===== config.mk =====
export PLATFORM = sky130hd
export DESIGN_NAME = sbe_front
export DESIGN_NICKNAME = d
export VERILOG_FILES = /design/src/design/sbe_pkg.sv /design/src/design/sbe_front.sv
export SDC_FILE = /design/constraint.sdc
export NUM_CORES = 1
export LEC_CHECK = 0
export ABC_AREA = 1
export BUFFER_PORTS_ARGS = -buffer_cell sky130_fd_sc_hd__clkbuf_2
export CAP_MARGIN = 25
export CELL_PAD_IN_SITES_DETAIL_PLACEMENT = 1
export CELL_PAD_IN_SITES_GLOBAL_PLACEMENT = 1
export CORE_MARGIN = 10
export CORE_UTILIZATION = 31
export CTS_BUF_LIST = sky130_fd_sc_hd__clkbuf_4
export CTS_CLUSTER_DIAMETER = 50
export DETAILED_ROUTE_END_ITERATION = 7
export PLACE_DENSITY_LB_ADDON = 0.05
export SLEW_MARGIN = 10
export SYNTH_ARGS = -nofsm -noshare
export SYNTH_HDL_FRONTEND = slang
export SYNTH_SLANG_ARGS = --single-unit

===== constraint.sdc =====
create_clock -name clk_i -period 3.3 [get_ports clk_i]
set_input_delay 0.66 -clock clk_i [delete_from_list [all_inputs] [get_ports clk_i]]
set_output_delay 0.66 -clock clk_i [all_outputs]
set_load 0.01 [all_outputs]

===== src/design/sbe_pkg.sv =====
// Shared types, constants and opcode tables for the stack bytecode executor.
// No dependencies; used by the top level, sbe_front and sbe_back.
package sbe_pkg;

  localparam int STACK_DEPTH   = 4096;
  localparam int GLOBALS_DEPTH = 256;
  localparam int ARRAY_DEPTH   = 1024;
  localparam int CODE_DEPTH    = 4096;

  localparam int STK_AW  = $clog2(STACK_DEPTH);
  localparam int CNT_W   = STK_AW + 1;
  localparam int GLB_AW  = $clog2(GLOBALS_DEPTH);
  localparam int ARR_AW  = $clog2(ARRAY_DEPTH);
  localparam int FP_W    = 13;
  localparam int ACELL_W = 11;
  localparam int CFG_W   = 13;

  // Configuration register indexes
  localparam logic REG_PROG_LEN    = 1'b0;
  localparam logic REG_ARRAY_CELLS = 1'b1;

  // Opcodes
  localparam logic [4:0] OP_PUSH   = 5'd0;
  localparam logic [4:0] OP_POP    = 5'd1;
  localparam logic [4:0] OP_LOAD   = 5'd2;
  localparam logic [4:0] OP_GSTORE = 5'd3;
  localparam logic [4:0] OP_ADD    = 5'd4;
  localparam logic [4:0] OP_SUB    = 5'd5;
  localparam logic [4:0] OP_MUL    = 5'd6;
  localparam logic [4:0] OP_DIV    = 5'd7;
  localparam logic [4:0] OP_MOD    = 5'd8;
  localparam logic [4:0] OP_EQ     = 5'd9;
  localparam logic [4:0] OP_NE     = 5'd10;
  localparam logic [4:0] OP_LT     = 5'd11;
  localparam logic [4:0] OP_LTE    = 5'd12;
  localparam logic [4:0] OP_GT     = 5'd13;
  localparam logic [4:0] OP_GTE    = 5'd14;
  localparam logic [4:0] OP_AND    = 5'd15;
  localparam logic [4:0] OP_OR     = 5'd16;
  localparam logic [4:0] OP_NOT    = 5'd17;
  localparam logic [4:0] OP_NEG    = 5'd18;
  localparam logic [4:0] OP_JMP    = 5'd19;
  localparam logic [4:0] OP_JMPIF  = 5'd20;
  localparam logic [4:0] OP_ALOAD  = 5'd21;
  localparam logic [4:0] OP_ASTORE = 5'd22;
  localparam logic [4:0] OP_EMIT   = 5'd23;
  localparam logic [4:0] OP_PRSTR  = 5'd24;
  localparam logic [4:0] OP_HALT   = 5'd25;

  // Status codes
  localparam logic [2:0] STS_OK     = 3'd0;
  localparam logic [2:0] STS_HALT   = 3'd1;
  localparam logic [2:0] STS_OVF    = 3'd2;
  localparam logic [2:0] STS_UNF    = 3'd3;
  localparam logic [2:0] STS_BOUNDS = 3'd4;
  localparam logic [2:0] STS_BADOP  = 3'd5;
  localparam logic [2:0] STS_BADGLB = 3'd6;
  localparam logic [2:0] STS_END    = 3'd7;

  // Print kinds
  localparam logic [1:0] PK_NONE = 2'd0;
  localparam logic [1:0] PK_INT  = 2'd1;
  localparam logic [1:0] PK_STR  = 2'd2;

  // Classified instruction handed from front to back
  typedef struct packed {
    logic [4:0]  op;
    logic [31:0] imm;
    logic [1:0]  npop;
    logic        npush;
    logic        bad_op;
    logic        glob_op;
  } item_t;

  function automatic logic [1:0] pop_count(input logic [4:0] op);
    logic [1:0] n;
    unique case (op)
      OP_PUSH, OP_LOAD, OP_JMP, OP_PRSTR, OP_HALT:      n = 2'd0;
      OP_POP, OP_GSTORE, OP_NOT, OP_NEG, OP_JMPIF,
      OP_EMIT:                                          n = 2'd1;
      OP_ASTORE:                                        n = 2'd3;
      default:                                          n = 2'd2;
    endcase
    return n;
  endfunction

  function automatic logic push_count(input logic [4:0] op);
    logic n;
    unique case (op)
      OP_POP, OP_GSTORE, OP_JMP, OP_JMPIF, OP_ASTORE,
      OP_EMIT, OP_PRSTR, OP_HALT:                       n = 1'b0;
      default:                                          n = 1'b1;
    endcase
    return n;
  endfunction

endpackage


===== src/design/sbe_front.sv =====
// Front end: accepts instruction beats, classifies them, holds a two-entry queue.
// Depends on sbe_pkg.
module sbe_front (
  input  logic            clk_i,
  input  logic            rst_ni,
  input  logic            in_valid_i,
  output logic            in_stall_o,
  input  logic [4:0]      operation_i,
  input  logic [31:0]     immediate_i,
  output logic            hd_valid_o,
  output sbe_pkg::item_t  hd_item_o,
  input  logic            hd_take_i
);

  sbe_pkg::item_t slot_q [2];
  logic [1:0]     cnt_q;
  logic           wr_q, rd_q;
  logic           push, pop;
  sbe_pkg::item_t cls;

  // Classification
  always_comb begin
    cls.op      = operation_i;
    cls.imm     = immediate_i;
    cls.npop    = sbe_pkg::pop_count(operation_i);
    cls.npush   = sbe_pkg::push_count(operation_i);
    cls.bad_op  = (operation_i > sbe_pkg::OP_HALT);
    cls.glob_op = (operation_i == sbe_pkg::OP_LOAD) || (operation_i == sbe_pkg::OP_GSTORE);
  end

  assign in_stall_o = (cnt_q == 2'd2);
  assign push       = in_valid_i && !in_stall_o;
  assign hd_valid_o = (cnt_q != 2'd0);
  assign pop        = hd_take_i && hd_valid_o;
  assign hd_item_o  = slot_q[rd_q];

  // Queue pointers
  always_ff @(posedge clk_i or negedge rst_ni) begin
    if (!rst_ni) begin
      cnt_q <= '0;
      wr_q  <= 1'b0;
      rd_q  <= 1'b0;
    end else begin
      if (push) wr_q <= ~wr_q;
      if (pop)  rd_q <= ~rd_q;
      cnt_q <= cnt_q + {1'b0, push} - {1'b0, pop};
    end
  end

  // Queue storage
  always_ff @(posedge clk_i) begin
    if (push) begin
      slot_q[wr_q] <= cls;
    end
  end

endmodule


## Word level (Yosys, flattened, before mapping)

Memories as Yosys holds them, arrays and structs flattened.
Cells that the tools add are included.

| storage, ports and cells | value |
|---|---|
| register bits after elaboration | 4 |
| memory bits (writable) | 84 |
| bits in read-only memories | 96 |
| word-level logic and storage cells | 21 |
| memories kept | 3 |

Memory list:

| name | words | bits a word | rd ports | clocked after memory_dff | wr ports | RTL line | source |
|---|---|---|---|---|---|---|---|
| slot_q | 2 | 42 | 1 | 0 | 1 | sbe_front.sv:15 | `sbe_pkg::item_t slot_q [2];` |
| (name not given) | 32 | 2 | 1 | 0 | 0 | sbe_pkg.sv:77 | `unique case (op)` |
| (name not given) | 32 | 1 | 1 | 0 | 0 | sbe_pkg.sv:89 | `unique case (op)` |

| cells by class | value |
|---|---|
| add/subtract/negate cells | 2 |
| magnitude comparators | 1 |
| equal/unequal tests | 3 |
| muxes and demuxes | 2 |
| bitwise gates (word level) | 2 |
| reductions and logical operators | 5 |

Operators with widths:

| kind | count |
|---|---|
| 5-bit by 2-bit equality test with 1-bit output, second input constant | 2 |
| 5-bit > comparator, second input constant | 1 |
| 2-bit by 1-bit adder with 2-bit output | 1 |
| 2-bit equality test, second input constant | 1 |
| 1-bit logical AND | 2 |
| 1-bit two-way mux | 2 |
| 1-bit NOT | 2 |
| 2-bit nonzero test | 1 |
| 2-bit by 1-bit subtractor with 2-bit output | 1 |
| 1-bit zero test | 1 |
| 1-bit logical OR | 1 |

## Depth between registers and ports, before layout

Gate-level depths: netlist of run 1.

| depth | value |
|---|---|
| depth after elaboration | 5 |
| depth in mapped cells | 8 |
| mapped depth without buffers | 8 |

## Worst setup path after synthesis of run 1

No wires, ideal clock.

| timing | value |
|---|---|
| path kind | input -> register |
| start point | input in_valid_i |
| end point | memory slot_q[0][0] (netlist bit), enable pin |
| data arrival time | 2.506 ns |
| data required time | 2.859 ns |
| setup slack | 0.353 ns |
| cell stages on the path | 2 |
| path through | o21ai_2 nor2_1 |

| between the ends | value |
|---|---|
| word-level cells in the longest chain between the ends | 3 |

RTL lines:

| element | RTL line | source |
|---|---|---|
| start: declaration | sbe_front.sv:6 | `input logic in_valid_i,` |
| 1-bit logical AND | sbe_front.sv:32 | `assign push = in_valid_i && !in_stall_o;` |
| 1-bit two-way mux | sbe_front.sv:52 | `if (push) begin` |
| 1-bit two-way mux (implied by the code) | sbe_front.sv:53 | `slot_q[wr_q] <= cls;` |
| end: declaration | sbe_front.sv:15 |  |

Every way passes these cells.

==> results of run 1 <==
==> critical path, cell delays in order, from the launching register on <==
cell                       delay, ns
sky130_fd_sc_hd__dfrtp_2        0.58
sky130_fd_sc_hd__inv_4          0.46
sky130_fd_sc_hd__nand2_1        0.11
sky130_fd_sc_hd__nand2_1        0.12
sky130_fd_sc_hd__clkbuf_2       0.14
==> state kept, by name (all words and copies together), names as in the netlist <==
name	cells
slot_q	84
cnt_q	2
rd_q	1
wr_q	1
==> placed cells by master (no fill, tap or decap) <==
cell type | netlist | layout
sky130_fd_sc_hd__nand2_1 | 132 | 132
sky130_fd_sc_hd__bufinv_16 | 0 | 3
sky130_fd_sc_hd__clkbuf_4 | 0 | 12
sky130_fd_sc_hd__or2_4 | 1 | 1
sky130_fd_sc_hd__nor2_4 | 0 | 2
sky130_fd_sc_hd__dfrtp_2 | 0 | 1
sky130_fd_sc_hd__clkbuf_2 | 0 | 84
sky130_fd_sc_hd__a21oi_1 | 3 | 3
sky130_fd_sc_hd__inv_1 | 10 | 10
sky130_fd_sc_hd__inv_2 | 2 | 2
sky130_fd_sc_hd__xor2_1 | 2 | 2
sky130_fd_sc_hd__buf_4 | 5 | 5
sky130_fd_sc_hd__edfxtp_1 | 84 | 84
sky130_fd_sc_hd__nand2_2 | 1 | 1
sky130_fd_sc_hd__dfrtp_1 | 4 | 3
sky130_fd_sc_hd__nor2_1 | 9 | 7
sky130_fd_sc_hd__a21oi_2 | 1 | 1
sky130_fd_sc_hd__o21ai_0 | 1 | 1
sky130_fd_sc_hd__xnor2_1 | 1 | 1
sky130_fd_sc_hd__nand3_1 | 5 | 5
sky130_fd_sc_hd__inv_4 | 1 | 1
sky130_fd_sc_hd__clkinv_1 | 0 | 1
sky130_fd_sc_hd__xor2_2 | 1 | 1
sky130_fd_sc_hd__o21ai_2 | 1 | 1
sky130_fd_sc_hd__dlygate4sd3_1 | 0 | 1
sky130_fd_sc_hd__ha_1 | 6 | 6
==> logic make-up (layout without fill, tap and decap cells) <==
family          count (synthesis)  count (layout)  synth area share
buf+inv                        22             119            0.0315
xor+xnor                        4               4            0.0123
flops                          88              88             0.759
simple gates                  148             148             0.165
fa+ha+maj                       6               6            0.0217
compound gates                  6               6            0.0109
==> worst max path at each step <==
stage	startpoint	endpoint	slack, ns	cells past startpoint
floorplan	in_valid_i	slot_q[0][0]	0.35	2
global placement	in_valid_i	slot_q[1][15]	1.15	4
detailed placement	in_valid_i	slot_q[1][16]	1.14	4
CTS	rd_q	hd_item_o[1]	0.68	4
global route	rd_q	hd_item_o[39]	0.56	4
finish	rd_q	hd_item_o[1]	0.80	4
==> stage by stage <==
step | utilization | area [µm²]
2_1_floorplan | - | 3460
3_3_place_gp | 0.372 | 4050
3_5_place_dp | 0.372 | 4050
4_1_cts | 0.390 | 4240
5_1_grt | 0.390 | 4240
6_report | 0.390 | 4240
==> metal layers <==
metal  vias to the layer above  track usage
met5                         -            0
li1                       1094            -
met4                         0       0.0346
met3                         8       0.0439
met2                        57        0.161
met1                      1050        0.126
==> final cells by class <==
cell class	count	share of cell area
timing repair buffer	90	0.110
sequential	88	0.619
inverter	13	0.0121
clock buffer	12	0.0212
multi-input combinational	164	0.174
tap	140	0.0413
clock inverter	4	0.0221
==> power by group through the flow <==
stage          combinational (mW)  clock (mW)  sequential [mW]
4_1_cts                      1.28       0.779             1.64
2_1_floorplan               0.771           0             1.62
5_1_grt                      1.39       0.842             1.67
3_5_place_dp                 1.28           0             1.67
3_3_place_gp                 1.26           0             1.66
6_report                     1.21       0.755             1.63
==> what timing repair did <==
item	4_1_cts	5_1_grt
setup endpoints to repair	0	0
hold buffers	1	0
hold endpoints to repair	4	0
==> impl_results.rst, run 1 <==
.. list-table::
   :header-rows: 1

   * - Metric
     - Value
   * - Total CTS buffers
     - 9
   * - Fraction of the cycle the final worst path needs
     - 0.758
   * - Post-synthesis sequential element count
     - 88
   * - Total number of vias
     - around 2200
   * - Detail Placement HPWL
     - 5400 µm
   * - Largest area contributor in the synthesized netlist
     - sky130_fd_sc_hd__edfxtp_1
   * - Vias in the first global route
     - between 2000 and 2500
   * - Min-Delay Endpoint
     - slot_q[0][34]
   * - Area growth from synthesis to final layout
     - 22.7%
   * - Max-slew violation count
     - 0
   * - Post-DR wirelength/cell
     - 15.3 µm
   * - Filler Cells Inserted
     - approximately 1200
   * - Startpoint type of the worst setup path
     - flip-flop
   * - Area of the mapped netlist
     - 0.00346 mm²
   * - Mean post-synth cell area
     - about 13 µm²
   * - Setup repair after global routing missed its margin
     - no
   * - Horizontal extent of the die
     - between 100 and 150 µm
   * - First-pass GRT wire length
     - 12700 µm
   * - # port buffers
     - 84
   * - Worst setup path category
     - reg -> out
   * - Leading register cell type out of synthesis
     - sky130_fd_sc_hd__edfxtp_1
   * - Avg Vias per Cell
     - 4.32
   * - Worst vdd ir
     - 0.306 mV
   * - Final weighted congestion in routability-driven placement
     - roughly 0.69
   * - Worst skew pair latency
     - ~0.43 ns
   * - Starting density of the core
     - 0.317
   * - Deepest level of the CTS H-tree
     - 3
   * - Slew of the pin with the lowest slew margin
     - between 0.7 and 0.8 ns
   * - Die area
     - around 0.016 mm²
   * - Initial antenna violation count
     - 0
   * - Final antenna-violating net count
     - 0
   * - Fmax
     - between 300 and 400 MHz
   * - Setup slack of the most critical reg-to-reg path
     - 1.47 ns
   * - Largest cells by area after synthesis
     - sky130_fd_sc_hd__edfxtp_1, sky130_fd_sc_hd__nand2_1, sky130_fd_sc_hd__dfrtp_1
   * - Leak Pwr
     - 1.86 nW
   * - Count of mapped cells out of synthesis
     - 274
   * - Reg-to-reg endpoint
     - slot_q[1][15]
   * - GRT Resource Usage Total
     - 0.103
   * - Number of standard cells in the layout, taps in and fillers out
     - about 510
   * - First DRT Iteration DRCs
     - around 120
   * - Top cell type's share of synthesized area
     - 0.730
   * - Biggest fanout along the worst timing path
     - 43
   * - Final sum of negative setup slack
     - 0 ns
   * - Count of unresolved DRC violations after routing
     - 0
   * - Cell types with the highest counts after synthesis
     - sky130_fd_sc_hd__nand2_1, sky130_fd_sc_hd__edfxtp_1, sky130_fd_sc_hd__inv_1, sky130_fd_sc_hd__nor2_1, sky130_fd_sc_hd__ha_1
   * - Area of all sequential standard cells
     - around 0.0026 mm²
   * - Core region area
     - around 0.011 mm²
   * - Sequential fraction of the synthesis area
     - 0.759
   * - Start of the worst register-to-register path
     - cnt_q[1]
   * - Setup Fix Bufs, Post-CTS
     - 0
   * - Relative contribution of combinational cells to total power
     - 0.337
   * - Global route overflow
     - 0
   * - Final Hold Fails
     - 0
   * - Pin count of the biggest net entering global routing
     - 44
   * - Min-Delay Path Depth
     - 1
   * - Clk sink count
     - between 80 and 90
   * - Data arrival at the endpoint of the critical path
     - approximately 1.8 ns
   * - Die Y
     - roughly 130 µm
   * - Outcome
     - finished, final reports clean
   * - Required time at the worst-slack endpoint
     - roughly 2.6 ns
   * - Dpl ws
     - approximately 1.1 ns
   * - Cell with the most instances after synthesis
     - sky130_fd_sc_hd__nand2_1
   * - Endpoints failing setup
     - 0
   * - Crit path setup slack, layout
     - between 0.7 and 0.8 ns
   * - Internal power consumption
     - about 2.3 mW
   * - Total met2 wirelength after detailed routing
     - 3770 µm
   * - Warnings from Yosys
     - 0
   * - Psw
     - between 1 and 1.5 mW
   * - Total Wirelength
     - between 7000 and 8000 µm
   * - Async S/R FF share, synth
     - 0.0455
   * - Final Total Pwr
     - 3.60 mW
   * - Fraction of layout cells with a size suffix above 1
     - 0.310
   * - Total iterations of the first detailed-routing run
     - 4
   * - Headroom to the max-slew limit
     - 0.502
   * - Hold Crit Class
     - in -> reg
   * - Syn Nets
     - between 300 and 400
   * - Sequential fraction of design power
     - 0.454
   * - Area of combinational cells with multiple inputs
     - approximately 740 µm²
   * - Quantity of gates resized following cts
     - 0
   * - ANT cells
     - 0
   * - Routed metal-1 wire length
     - between 3000 and 4000 µm
   * - Share of power burned in the clock network
     - 0.210
   * - Critical path capture point type
     - output pin
   * - Clk buf depth
     - 2
   * - Minimum clock period after layout
     - 2.50 ns
   * - Maxcap violations
     - 0
   * - Nets@finish
     - roughly 410
   * - Number of synthesized flops with an enable pin
     - 84
   * - I/O pin total
     - 85
   * - Reg2reg path depth
     - 4
   * - Cell area power density
     - ~850 mW/mm²
   * - Highest metal used
     - met4
   * - Clock Root Buffer
     - sky130_fd_sc_hd__clkbuf_4
   * - CTS tree
     - built
   * - Post-synth cell types
     - 20
   * - WHS
     - a little over 0.4 ns
   * - Routed length on met3
     - 444 µm
   * - Worst Hold Launch
     - immediate_i[29]
   * - Final worst clock skew
     - 0.0110 ns
   * - Number of placed instances, taps included
     - 494
   * - Total number of placement rows
     - 38
   * - Clock transition at the register clock pins on the worst setup and hold paths after CTS
     - roughly 0.13 ns
   * - Switching power as a share of total power
     - 0.350
Note: power is estimated with default switching activity, not from simulation.
==> run 2, diff against run 1 <==
- ABC_AREA: 1 -> 0
- clock period: 3.3 -> 2.3 ns (I/O delays scaled with it)
==> impl_results.rst, run 2 <==
.. list-table::
   :header-rows: 1

   * - Metric
     - Value
   * - Sequential fraction of design power
     - 0.460 (was 0.454)
   * - Quantity of gates resized following cts
     - 0 (unchanged)
   * - Sequential fraction of the synthesis area
     - 0.726 (was 0.759)
   * - Area growth from synthesis to final layout
     - 19.5% (was 22.7%)
   * - Fraction of layout cells with a size suffix above 1
     - 0.549 (was 0.310)
   * - First DRT Iteration DRCs
     - 81 (was 124)
   * - Horizontal extent of the die
     - 128 µm (was 126 µm)
   * - Internal power consumption
     - 3.45 mW (was 2.34 mW)
   * - Setup repair after global routing missed its margin
     - no (unchanged)
   * - Worst vdd ir
     - 0.660 mV (was 0.306 mV)
   * - Post-DR wirelength/cell
     - 17.6 µm (was 15.3 µm)
   * - Deepest level of the CTS H-tree
     - 3 (unchanged)
   * - Outcome
     - finished, final reports clean (unchanged)
   * - Synthesized-area fraction occupied by ao, oa, aoi and oai cells
     - 0.00832 (was 0.0109)
   * - I/O pin total
     - 85 (unchanged)
   * - Cell area power density
     - 1160 mW/mm² (was 849 mW/mm²)
   * - Clock Root Buffer
     - sky130_fd_sc_hd__clkbuf_4 (unchanged)
   * - Cell with the most instances after synthesis
     - sky130_fd_sc_hd__edfxtp_1 (was sky130_fd_sc_hd__nand2_1)
   * - Core region area
     - 0.0114 mm² (was 0.0109 mm²)
   * - Largest area contributor in the synthesized netlist
     - sky130_fd_sc_hd__edfxtp_1 (unchanged)
   * - Start of the worst register-to-register path
     - cnt_q[1] (unchanged)
   * - Area share of xor/xnor cells in the synthesized design
     - 0.00970 (was 0.0123)
   * - Leak Pwr
     - 1.76 nW (was 1.86 nW)
   * - Starting density of the core
     - 0.316 (was 0.317)
   * - Number of flip-flops in the largest register
     - 84 (unchanged)
   * - Fmax
     - around 460 MHz
   * - Fraction of the cycle the final worst path needs
     - 0.938
   * - Min-Delay Path Depth
     - 1 (unchanged)
   * - Top cell type's share of synthesized area
     - 0.699 (was 0.730)
   * - Reg with most FFs
     - slot_q (unchanged)
   * - Hold buffers post-CTS
     - 1 (unchanged)
   * - Startpoint type of the worst setup path
     - flip-flop (unchanged)
   * - Post-synth cell types
     - 25 (was 20)
   * - Leading register cell type out of synthesis
     - sky130_fd_sc_hd__edfxtp_1 (unchanged)
   * - Area share of fa/ha/maj cells after synthesis
     - 0.0208 (was 0.0217)
   * - Headroom to the max-slew limit
     - 0.758 (was 0.502)
   * - Count of mapped cells out of synthesis
     - 173 (was 274)
   * - Final Hold Fails
     - 0 (unchanged)
   * - CTS tree
     - built (unchanged)
   * - Number of synthesized flops with an enable pin
     - 84 (unchanged)
   * - Final weighted congestion in routability-driven placement
     - 0.678 (was 0.693)
   * - Post-synthesis sequential element count
     - 88 (unchanged)
   * - Area of the mapped netlist
     - 0.00361 mm² (was 0.00346 mm²)
   * - Required time at the worst-slack endpoint
     - 1.84 ns (was 2.64 ns)
   * - Die area
     - 0.0164 mm² (was 0.0158 mm²)
   * - Area of all sequential standard cells
     - 0.00262 mm² (unchanged)
   * - Final sum of negative setup slack
     - 0 ns (unchanged)
   * - Worst setup path category
     - reg -> out (unchanged)
   * - Worst skew pair latency
     - 0.42 ns (was 0.43 ns)
   * - Setup Fix Bufs, Post-CTS
     - 0 (unchanged)
   * - First element of the critical path
     - rd_q (unchanged)
   * - Relative contribution of combinational cells to total power
     - 0.379 (was 0.337)
   * - GRT Resource Usage Total
     - 0.0885 (was 0.103)
   * - Total number of placement rows
     - 39 (was 38)
   * - Endpoints failing setup
     - 0 (unchanged)
   * - Clk sink count
     - 88 (unchanged)
   * - Switching power as a share of total power
     - 0.312 (was 0.350)
   * - Reg-to-reg endpoint
     - cnt_q[1] (was slot_q[1][15])
   * - Final antenna-violating net count
     - 0 (unchanged)
   * - Min-Delay Endpoint
     - slot_q[0][15] (was slot_q[0][34])
   * - Warnings from Yosys
     - 0 (unchanged)
   * - Area fraction in and, or, nand and nor cells after synthesis
     - 0.0263 (was 0.165)
   * - Mux contribution to synthesized area
     - 0.177 (was 0)
   * - # port buffers
     - 84 (unchanged)
   * - Nets@finish
     - 317 (was 413)
   * - Cell types with the highest counts after synthesis
     - sky130_fd_sc_hd__edfxtp_1, sky130_fd_sc_hd__mux2_4, sky130_fd_sc_hd__ha_1, sky130_fd_sc_hd__inv_1 (was sky130_fd_sc_hd__nand2_1, sky130_fd_sc_hd__edfxtp_1, sky130_fd_sc_hd__inv_1, sky130_fd_sc_hd__nor2_1, sky130_fd_sc_hd__ha_1)
   * - Share of power burned in the clock network
     - 0.161 (was 0.210)
   * - Hold Crit Class
     - in -> reg (unchanged)
   * - Area of combinational cells with multiple inputs
     - 883 µm² (was 739 µm²)
   * - Async S/R FF share, synth
     - 0.0455 (unchanged)
   * - Biggest registers after layout
     - slot_q (84), cnt_q (2) (unchanged)
   * - Slew of the pin with the lowest slew margin
     - 0.363 ns (was 0.745 ns)
   * - Global route overflow
     - 0 (unchanged)
   * - WHS
     - 0.217 ns (was 0.411 ns)
   * - Total Wirelength
     - 7330 µm (was 7840 µm)
   * - Reg2reg path depth
     - 7 (was 4)
   * - Initial antenna violation count
     - 0 (unchanged)
   * - Avg Vias per Cell
     - 4.42 (was 4.32)
   * - Largest cells by area after synthesis
     - sky130_fd_sc_hd__edfxtp_1, sky130_fd_sc_hd__mux2_4, sky130_fd_sc_hd__dfrtp_1 (was sky130_fd_sc_hd__edfxtp_1, sky130_fd_sc_hd__nand2_1, sky130_fd_sc_hd__dfrtp_1)
   * - Clock transition at the register clock pins on the worst setup and hold paths after CTS
     - 0.13 ns (about the same)
   * - Syn Nets
     - 220 (was 321)
   * - Biggest fanout along the worst timing path
     - 19 (was 43)
   * - ANT cells
     - 0 (unchanged)
   * - Psw
     - 1.56 mW (was 1.26 mW)
   * - Worst Hold Launch
     - immediate_i[10] (was immediate_i[29])
   * - Count of unresolved DRC violations after routing
     - 0 (unchanged)
   * - Total iterations of the first detailed-routing run
     - 4 (unchanged)
   * - Filler Cells Inserted
     - 1204 (was 1207)
   * - Total CTS buffers
     - 9 (unchanged)
   * - First-pass GRT wire length
     - 11000 µm (was 12700 µm)
   * - Total number of vias
     - 1840 (was 2209)
   * - Setup slack of the most critical reg-to-reg path
     - 0.59 ns (was 1.47 ns)
   * - Pin count of the biggest net entering global routing
     - 25 (was 44)
   * - Mean post-synth cell area
     - 20.9 µm² (was 12.6 µm²)
   * - Vias in the first global route
     - 1961 (was 2332)
   * - Critical path capture point type
     - output pin (unchanged)
   * - Final worst clock skew
     - 0.0138 ns (was 0.0110 ns)
   * - Final Total Pwr
     - 5.01 mW (was 3.60 mW)
   * - Minimum clock period after layout
     - roughly 2.2 ns
   * - Clk buf depth
     - 2 (unchanged)
   * - Die Y
     - 128 µm (was 126 µm)
   * - Commonest cells after routing, fill and taps aside
     - sky130_fd_sc_hd__clkbuf_2, sky130_fd_sc_hd__edfxtp_1, sky130_fd_sc_hd__mux2_4 (was sky130_fd_sc_hd__nand2_1, sky130_fd_sc_hd__clkbuf_2, sky130_fd_sc_hd__edfxtp_1)
   * - Maxcap violations
     - 0 (unchanged)
   * - Max-slew violation count
     - 0 (unchanged)
   * - Data arrival at the endpoint of the critical path
     - 1.70 ns (was 1.84 ns)
   * - Detail Placement HPWL
     - 5160 µm (was 5400 µm)
   * - Dominant combinational cell family by area after synthesis
     - multiplexers (was simple AND/OR/NAND/NOR gates)
-- run 2: changes by cell type in the layout (fill, tap and decap cells not counted), moves of 4 or more --
cell and change:
sky130_fd_sc_hd__nand2_1 -130, sky130_fd_sc_hd__nor2_1 -6, sky130_fd_sc_hd__mux2_4 +39, sky130_fd_sc_hd__clkinv_2 +4, sky130_fd_sc_hd__inv_1 -5, sky130_fd_sc_hd__nand3_1 -5
-- run 2: per-stage QoR --
| step | area (µm²) | instances | util | setup WS, ns |
|---|---|---|---|---|
| after floorplan | 3610 | 173 | - | 0.192 |
| after global placement | 4190 | 401 | 0.367 | 0.601 |
| after detailed placement | 4190 | 401 | 0.367 | 0.589 |
| after CTS | 4310 | 416 | 0.378 | 0.0727 |
| after global routing | 4310 | 416 | 0.378 | 0.0326 |
| final | 4310 | 416 | 0.378 | 0.142 |
-- run 2: metal layers --
layer	GRT usage	routed length [µm]
met1	0.104	3180
met2	0.139	3620
met3	0.0294	421
met4	0.0497	112
met5	0	0
-- run 2: worst max-delay path by stage --
| stage | to | cells after the start |
|---|---|---|
| floorplan | slot_q[0][0] | 3 |
| global placement | cnt_q[1] | 7 |
| detailed placement | hd_item_o[24] | 3 |
| CTS | hd_item_o[24] | 3 |
| global route | hd_item_o[24] | 3 |
| finish | hd_item_o[24] | 3 |
-- run 2: cells by family (layout without fill, tap and decap cells) --
| kind of cell | after synthesis | after routing |
|---|---|---|
| mux | 44 | 44 |
| buf+inv | 11 | 111 |
| simple gates | 15 | 15 |
| flops | 88 | 88 |
| compound gates | 5 | 5 |
| xor+xnor | 4 | 4 |
| fa+ha+maj | 6 | 6 |
-- run 2: layout make-up --
cell class / instances / share of cell area
clock buffer: 9 / 0.0157
clock inverter: 5 / 0.0116
inverter: 6 / 0.00522
multi-input combinational: 74 / 0.205
sequential: 88 / 0.608
tap: 143 / 0.0415
timing repair buffer: 91 / 0.113
-- run 2: power by group through the flow --
stage / registers, mW / logic (mW) / clock network, mW
final: 2.31 / 1.90 / 0.806
after global routing: 2.33 / 2.07 / 0.916
after CTS: 2.31 / 1.98 / 0.844
after floorplan: 2.32 / 1.41 / 0
after global placement: 2.33 / 1.97 / 0
after detailed placement: 2.35 / 1.97 / 0
-- run 2: worst max-delay path: stages, from the launching register on --
cell,delay (ns)
sky130_fd_sc_hd__dfrtp_2,0.41
sky130_fd_sc_hd__buf_4,0.35
sky130_fd_sc_hd__mux2_1,0.37
sky130_fd_sc_hd__clkbuf_2,0.14
